<file path="config.mk">
export PLATFORM = sky130hd
export DESIGN_NAME = mandelbrot_point_collector
export DESIGN_NICKNAME = d
export VERILOG_FILES = /design/src/hdl/mpc_pkg.sv /design/src/hdl/mpc_mul.sv /design/src/hdl/mandelbrot_point_collector.sv
export SDC_FILE = /design/constraint.sdc
export NUM_CORES = 2
export LEC_CHECK = 0
export BUFFER_PORTS_ARGS = -buffer_cell sky130_fd_sc_hd__buf_2
export CAP_MARGIN = 20
export CORE_MARGIN = 8
export CORE_UTILIZATION = 59
export CTS_CLUSTER_SIZE = 16
export DETAILED_ROUTE_END_ITERATION = 7
export GPL_ROUTABILITY_DRIVEN = 0
export PLACE_DENSITY_LB_ADDON = 0.25
export SYNTH_ARGS = -nofsm -noshare
export SYNTH_HDL_FRONTEND = slang
export SYNTH_HIERARCHICAL = 1
export SYNTH_SLANG_ARGS = --single-unit
</file>
<file path="constraint.sdc">
create_clock -name clk -period 8.4 [get_ports clk]
set_input_delay 1.68 -clock clk [delete_from_list [all_inputs] [get_ports clk]]
set_output_delay 1.68 -clock clk [all_outputs]
set_load 0.02 [all_outputs]
</file>
<file path="src/hdl/mpc_pkg.sv">
// ----------------------------------------------------------------------------
// mpc_pkg
// Shared widths, register map and constants of the Mandelbrot point collector.
// ----------------------------------------------------------------------------
package mpc_pkg;

  localparam int unsigned COORD_W   = 32;
  localparam int unsigned PROD_W    = 2 * COORD_W;
  localparam int unsigned FRAC_BITS = 28;
  localparam int unsigned ITER_W    = 16;
  localparam int unsigned COUNT_W   = 32;

  typedef logic signed [COORD_W-1:0] coord_t;
  typedef logic signed [PROD_W-1:0]  prod_t;

  // escape threshold: |z|^2 >= 4.0 in Q8.56
  localparam logic [PROD_W:0] ESCAPE_SQ = (PROD_W+1)'(1) << (2 * FRAC_BITS + 2);

  localparam logic [0:0] REG_ITER_LIMIT  = 1'd0;
  localparam logic [0:0] REG_POINT_LIMIT = 1'd1;

  localparam logic [ITER_W-1:0]  ITER_LIMIT_RST  = 16'd4000;
  localparam logic [COUNT_W-1:0] POINT_LIMIT_RST = 32'd1024;

endpackage

</file>
<file path="src/hdl/mpc_mul.sv">
// ----------------------------------------------------------------------------
// mpc_mul
// Shared signed 32x32 multiplier with registered 64-bit product.
// ----------------------------------------------------------------------------
module mpc_mul (
  input  logic           clk,
  input  mpc_pkg::coord_t a,
  input  mpc_pkg::coord_t b,
  output mpc_pkg::prod_t  p
);

  mpc_pkg::prod_t p_r;

  always_ff @(posedge clk) begin
    p_r <= mpc_pkg::prod_t'(a) * mpc_pkg::prod_t'(b);
  end

  assign p = p_r;

endmodule

</file>
<file path="src/hdl/mandelbrot_point_collector.sv">
// ----------------------------------------------------------------------------
// mandelbrot_point_collector
// Escape-time membership test of candidate points, collecting members.
// ----------------------------------------------------------------------------
//  channel  dir  ports                 item
//  in       in   in_t*   (tdata 64)    c_real, c_imag
//  out      out  out_t*  (tdata 96)    point_real, point_imag, slot; tuser limit_reached
//  cfg      in   cfg_p*  (APB, 32)     0x0 iteration_limit, 0x4 point_limit
//
//  One shared multiplier runs every round through the steps zr*zi, update,
//  zr^2, zi^2 and compare; a point runs rounds until it escapes or reaches
//  iteration_limit, and a member then passes through an emit step.
//  in_tready is high only when idle.
//  Reset is synchronous, active low, and clears count and control state.
//  A member waits in the emit step while the output register is still full.
// ----------------------------------------------------------------------------
module mandelbrot_point_collector (
  input  logic        clk,
  input  logic        rst_n,
  input  logic        in_tvalid,
  output logic        in_tready,
  input  logic [63:0] in_tdata,     // c_real [31:0], c_imag [63:32]
  output logic        out_tvalid,
  input  logic        out_tready,
  output logic [95:0] out_tdata,    // point_real [31:0], point_imag [63:32], slot [95:64]
  output logic        out_tuser,    // limit_reached [0]
  input  logic        cfg_psel,
  input  logic        cfg_penable,
  input  logic        cfg_pwrite,
  input  logic [2:0]  cfg_paddr,
  input  logic [31:0] cfg_pwdata,
  output logic [31:0] cfg_prdata,
  output logic        cfg_pready
);

  localparam logic [2:0] S_IDLE = 3'd0;
  localparam logic [2:0] S_RI   = 3'd1;
  localparam logic [2:0] S_UPD  = 3'd2;
  localparam logic [2:0] S_RR   = 3'd3;
  localparam logic [2:0] S_II   = 3'd4;
  localparam logic [2:0] S_CHK  = 3'd5;
  localparam logic [2:0] S_EMIT = 3'd6;

  localparam int unsigned CW = mpc_pkg::COORD_W;
  localparam int unsigned PW = mpc_pkg::PROD_W;

  localparam logic [mpc_pkg::ITER_W-1:0]  ITER_ONE  = 1;
  localparam logic [mpc_pkg::COUNT_W-1:0] COUNT_ONE = 1;

  logic [2:0]                  state_r, state_nxt;
  logic [mpc_pkg::ITER_W-1:0]  iter_limit_r, iter_limit_nxt;
  logic [mpc_pkg::COUNT_W-1:0] point_limit_r, point_limit_nxt;
  logic [mpc_pkg::COUNT_W-1:0] count_r, count_nxt;
  logic [mpc_pkg::ITER_W-1:0]  n_r, n_nxt;
  logic                        out_valid_r, out_valid_nxt;

  mpc_pkg::coord_t cr_r, cr_nxt, ci_r, ci_nxt;
  mpc_pkg::coord_t zr_r, zr_nxt, zi_r, zi_nxt;
  mpc_pkg::prod_t  rr_r, rr_nxt, ii_r, ii_nxt;
  logic [95:0]     out_data_r, out_data_nxt;
  logic            out_user_r, out_user_nxt;

  mpc_pkg::coord_t mul_a, mul_b;
  mpc_pkg::prod_t  prod;
  logic signed [PW-1:0] re_sum, im_sum;
  logic [PW:0]          mag;
  logic                 cfg_wr;
  logic [0:0]           cfg_idx;

  function automatic mpc_pkg::coord_t sat32(input logic signed [PW-1:0] v);
    logic signed [PW-1:0] hi, lo;
    hi = PW'($signed({1'b0, {(CW-1){1'b1}}}));
    lo = PW'($signed({1'b1, {(CW-1){1'b0}}}));
    if (v > hi) sat32 = hi[CW-1:0];
    else if (v < lo) sat32 = lo[CW-1:0];
    else sat32 = v[CW-1:0];
  endfunction

  mpc_mul u_mul (
    .clk (clk),
    .a   (mul_a),
    .b   (mul_b),
    .p   (prod)
  );

  always_comb begin
    case (state_r)
      S_RR:    begin mul_a = zr_r; mul_b = zr_r; end
      S_II:    begin mul_a = zi_r; mul_b = zi_r; end
      default: begin mul_a = zr_r; mul_b = zi_r; end
    endcase
  end

  assign re_sum = ((rr_r - ii_r) >>> mpc_pkg::FRAC_BITS) + PW'(cr_r);
  assign im_sum = (prod >>> (mpc_pkg::FRAC_BITS - 1)) + PW'(ci_r);
  assign mag    = {1'b0, rr_r} + {1'b0, prod};

  assign cfg_wr     = cfg_psel & cfg_penable & cfg_pwrite & cfg_pready;
  assign cfg_idx    = cfg_paddr[2:2];
  assign cfg_pready = 1'b1;

  always_comb begin
    case (cfg_idx)
      mpc_pkg::REG_ITER_LIMIT: cfg_prdata = 32'(iter_limit_r);
      default:                 cfg_prdata = point_limit_r;
    endcase
  end

  always_comb begin
    state_nxt       = state_r;
    iter_limit_nxt  = iter_limit_r;
    point_limit_nxt = point_limit_r;
    count_nxt       = count_r;
    n_nxt           = n_r;
    out_valid_nxt   = out_valid_r;
    cr_nxt          = cr_r;
    ci_nxt          = ci_r;
    zr_nxt          = zr_r;
    zi_nxt          = zi_r;
    rr_nxt          = rr_r;
    ii_nxt          = ii_r;
    out_data_nxt    = out_data_r;
    out_user_nxt    = out_user_r;

    if (cfg_wr) begin
      case (cfg_idx)
        mpc_pkg::REG_ITER_LIMIT: iter_limit_nxt = cfg_pwdata[mpc_pkg::ITER_W-1:0];
        default:                 point_limit_nxt = cfg_pwdata;
      endcase
    end

    if (out_valid_r && out_tready) out_valid_nxt = 1'b0;

    case (state_r)
      S_IDLE: begin
        if (in_tvalid) begin
          cr_nxt = in_tdata[CW-1:0];
          ci_nxt = in_tdata[2*CW-1:CW];
          zr_nxt = '0;
          zi_nxt = '0;
          rr_nxt = '0;
          ii_nxt = '0;
          n_nxt  = '0;
          state_nxt = (iter_limit_r == '0) ? S_EMIT : S_RI;
        end
      end
      S_RI: state_nxt = S_UPD;
      S_UPD: begin
        zr_nxt    = sat32(re_sum);
        zi_nxt    = sat32(im_sum);
        state_nxt = S_RR;
      end
      S_RR: state_nxt = S_II;
      S_II: begin
        rr_nxt    = prod;
        state_nxt = S_CHK;
      end
      S_CHK: begin
        ii_nxt = prod;
        n_nxt  = n_r + ITER_ONE;
        if (mag >= mpc_pkg::ESCAPE_SQ) state_nxt = S_IDLE;
        else if (n_nxt == iter_limit_r) state_nxt = S_EMIT;
        else state_nxt = S_RI;
      end
      S_EMIT: begin
        if (count_r >= point_limit_r) begin
          state_nxt = S_IDLE;
        end else if (!out_valid_r || out_tready) begin
          out_valid_nxt = 1'b1;
          out_data_nxt  = {count_r, ci_r, cr_r};
          out_user_nxt  = ({1'b0, count_r} + {1'b0, COUNT_ONE}) == {1'b0, point_limit_r};
          count_nxt     = count_r + COUNT_ONE;
          state_nxt     = S_IDLE;
        end
      end
      default: state_nxt = S_IDLE;
    endcase
  end

  always_ff @(posedge clk) begin
    if (!rst_n) begin
      state_r       <= S_IDLE;
      iter_limit_r  <= mpc_pkg::ITER_LIMIT_RST;
      point_limit_r <= mpc_pkg::POINT_LIMIT_RST;
      count_r       <= '0;
      n_r           <= '0;
      out_valid_r   <= 1'b0;
    end else begin
      state_r       <= state_nxt;
      iter_limit_r  <= iter_limit_nxt;
      point_limit_r <= point_limit_nxt;
      count_r       <= count_nxt;
      n_r           <= n_nxt;
      out_valid_r   <= out_valid_nxt;
    end
  end

  always_ff @(posedge clk) begin
    cr_r       <= cr_nxt;
    ci_r       <= ci_nxt;
    zr_r       <= zr_nxt;
    zi_r       <= zi_nxt;
    rr_r       <= rr_nxt;
    ii_r       <= ii_nxt;
    out_data_r <= out_data_nxt;
    out_user_r <= out_user_nxt;
  end

  assign in_tready  = (state_r == S_IDLE);
  assign out_tvalid = out_valid_r;
  assign out_tdata  = out_data_r;
  assign out_tuser  = out_user_r;

endmodule
</file>
==> flow_metrics.py <==
metrics = {
    "drt": {
        "remaining_drc_errors": 0,
        "drtIter0Drc": 3287,
        "num_vias": 48500,
        "antenna_left": 0,
        "wl_mm": 171,
        "first_pass_iters": 6,
        "routedWlPerCell_um": 20.1,
        "via_per_inst": 5.68,
    },
    "critical_path": {
        "rr_worst_depth": 28,
        "worstReg2RegEnd": "u_mul/p[61]",
        "crit-reg2reg-launch": "state_r[2]",
        "cp_top_family": "adder cells",
        "worstSetupPathType": "flip-flop to flip-flop",
        "crit_fanout": 9,
        "path_buf_inv": 6,
        "slowest_stage": "fa_2",
        "slowest_delay_ns": 0.59,
        "crit_cells": 28,
        "rrSetupSlack_ns": -0.04,
        "cp_common_cell": "fa_1",
        "critPathLaunchType": "flip-flop",
        "startpoint": "state_r[2]",
        "cp.arrival_ns": 8.96,
        "crit_required_ns": 8.92,
        "end_kind": "flip-flop",
    },
    "clock_network": {
        "cts_hold_buf": 0,
        "clk_path_buf_depth": 3,
        "cts.sinks": 517,
        "cts.clk_slew.worst_paths_ns": 0.07,
        "cts-root-buf": "clkbuf_16",
        "htree_num_levels": 2,
        "cts_tree": "built",
        "insertion_delay_ns": 0.61,
        "cts_buffers": 48,
    },
    "floorplanning": {
        "dieArea_um2": 122000,
        "core_um2": 110000,
        "die_height_um": 349,
        "std_cell_rows": 122,
        "io_pins": 238,
        "start_util_pct": 59.2,
        "die_w_um": 349,
    },
    "grt": {
        "grt_overflow": 0,
        "grt_usage_pct": 28.3,
        "grt_pass1_vias": 51500,
        "grt_pass1_wl_mm": 275,
        "grt_max_degree": 101,
        "grt_antenna_before_repair": 6,
    },
    "yosys": {
        "syn_area_um2": 65300,
        "synth-async-reset-ratio_pct": 0,
        "synth_compound_area_share_pct": 9.19,
        "synth_fp_nets": 8219,
        "ys.flop_type": "edfxtp_1",
        "synth_mux_area_share_pct": 1.45,
        "yosys_register_bits": 517,
        "synthAdderAreaFrac_pct": 41.3,
        "synth_top_family_by_area": "adder cells",
        "synth_edf_count": 353,
        "synth-simple-area-share_pct": 14.9,
        "avgSynthCellArea_um2": 9.88,
        "ys_types": 109,
        "yosysSeqAreaShare_pct": 21.3,
        "syn_inst": 6611,
        "yosysWarnings": 6,
        "synth_xor_area_share_pct": 3.76,
    },
    "sta": {
        "max_slew_margin_pct": 27.5,
        "holdWs_ns": 0.484,
        "hold_viol_final": 0,
        "fin_crit_sh_pct": 100,
        "finClkSkew_ns": 0.0329,
        "setup_viol_count_final": 3,
        "worst_pin_slew_ns": 1.06,
        "fmax_ghz": 0.119,
        "rsz0062_at_grt": "yes",
        "min_period_ns": 8.44,
        "slew_violations": 0,
        "worst_slack_ns": -0.0364,
    },
    "min_path": {
        "hp-class": "flip-flop to flip-flop",
        "min-delay-start": "cr_r[18]",
        "whs_endpoint": "out_tdata[18]",
        "hold_depth": 0,
    },
    "cells_and_area": {
        "layout_commonest_cell": "inv_1",
        "most-common-layout-cells": "inv_1, fa_1, nand2_1",
        "drive_gt1_share_pct": 13.9,
        "areaGrowthSynthToFinish_pct": 11.8,
        "fin_nets": 8623,
    },
    "status": {
        "failed_checks": "setup timing",
        "status": "finished with violations",
    },
    "flow_run": {
        "drv_cap": 0,
    },
    "placed_design": {
        "dp_hpwl_mm": 140,
        "port_buffers": 234,
        "preCtsSetupSlack_ns": -0.355,
    },
}
-- metrics by stage --
step / cells / cell area [µm²] / TNS (ns) / util (%)
after floorplan: 6611 / 65300 / -0.0333 / -
after global placement: 8423 / 70400 / -1.39 / 63.9
after detailed placement: 8424 / 70400 / -1.96 / 63.9
after CTS: 8533 / 72600 / -0.0582 / 65.8
after global routing: 8543 / 73000 / -1.93 / 66.2
final: 8544 / 73000 / -0.0633 / 66.2
-- repair_timing --
action / in CTS / in global routing
pin swaps: 29 / 45
gates resized for setup: 73 / 75
cloned: 3 / 0
endpoints found under the setup margin: 14 / 24
buffers inserted: 16 / 10
-- worst register-to-register path: cells and delay by family, from the launching register on --
kind                     cells  cell delay [ns]
AO/OA/AOI/OAI                6             1.43
adder cells (fa/ha/maj)      9             4.24
buffers and inverters        6             0.77
flip-flops                   1             0.34
multiplexers                 1             0.37
AND/OR/NAND/NOR              6             1.19
-- state kept, by name (all words and copies together) (netlist names), 3 cells and up --
name           flops
out_tdata         96
ii_r              64
rr_r              64
u_mul/p           64
ci_r              32
count_r           32
cr_r              32
point_limit_r     32
zi_r              32
zr_r              32
iter_limit_r      16
n_r               16
state_r            3
-- routing by layer --
metal | GRT usage (%) | up-vias | part of all wire [%]
met5 | 0 | - | 0.020
met4 | 14.4 | 4 | 6.1
met3 | 3.51 | 514 | 5.9
met2 | 48.7 | 1701 | 50
met1 | 35.1 | 24400 | 38
li1 | - | 21900 | -
-- synthesized netlist by cell type (33+ instances only) --
| cell | number | share of area, % |
|---|---|---|
| edfxtp_1 | 353 | 16 |
| ha_1 | 417 | 8.0 |
| nand3_1 | 74 | 0.57 |
| xor2_1 | 103 | 1.4 |
| a211oi_1 | 34 | 0.39 |
| dfxtp_1 | 164 | 5.0 |
| a21oi_1 | 274 | 2.1 |
| and3_1 | 87 | 0.83 |
| nor2b_1 | 33 | 0.32 |
| nand2_1 | 746 | 4.3 |
| clkbuf_1 | 276 | 1.6 |
| o21ai_0 | 133 | 1.0 |
| and2_1 | 611 | 5.9 |
| nand4_1 | 59 | 0.57 |
| inv_1 | 1098 | 6.3 |
| mux2_2 | 81 | 1.4 |
| nand2b_1 | 34 | 0.33 |
| fa_1 | 1085 | 33 |
| nor3_1 | 46 | 0.35 |
| xnor2_1 | 177 | 2.4 |
| a21o_1 | 114 | 1.3 |
| o21bai_1 | 35 | 0.40 |
| a21boi_0 | 53 | 0.61 |
| nor2_1 | 186 | 1.1 |
-- cells by family after synthesis --
logic type | count (synthesis)
adder cells (fa/ha/maj) | 1502
flip-flops | 517
AO/OA/AOI/OAI | 886
buffers and inverters | 1396
other | 1
XOR/XNOR | 280
multiplexers | 84
AND/OR/NAND/NOR | 1945
-- worst max-delay path by stage --
stage	endpoint
detailed placement	u_mul/p[57]
floorplan	u_mul/p[60]
CTS	u_mul/p[62]
global placement	u_mul/p[57]
global route	u_mul/p[63]
finish	u_mul/p[61]
-- final cells by class --
| type | count | area (µm²) |
|---|---|---|
| diodes | 1 | 2.50 |
| clock buffers | 71 | 1460 |
| clock inverters | 19 | 226 |
| fillers | 8615 | 37200 |
| inverters | 1099 | 4130 |
| multi-input cells | 4699 | 46700 |
| flip-flops and latches | 517 | 13900 |
| well taps | 1488 | 1860 |
| repair buffers | 650 | 4730 |
Power is not shown: default switching activity piles up to over one toggle a cycle in this logic, so the estimate is an artifact.
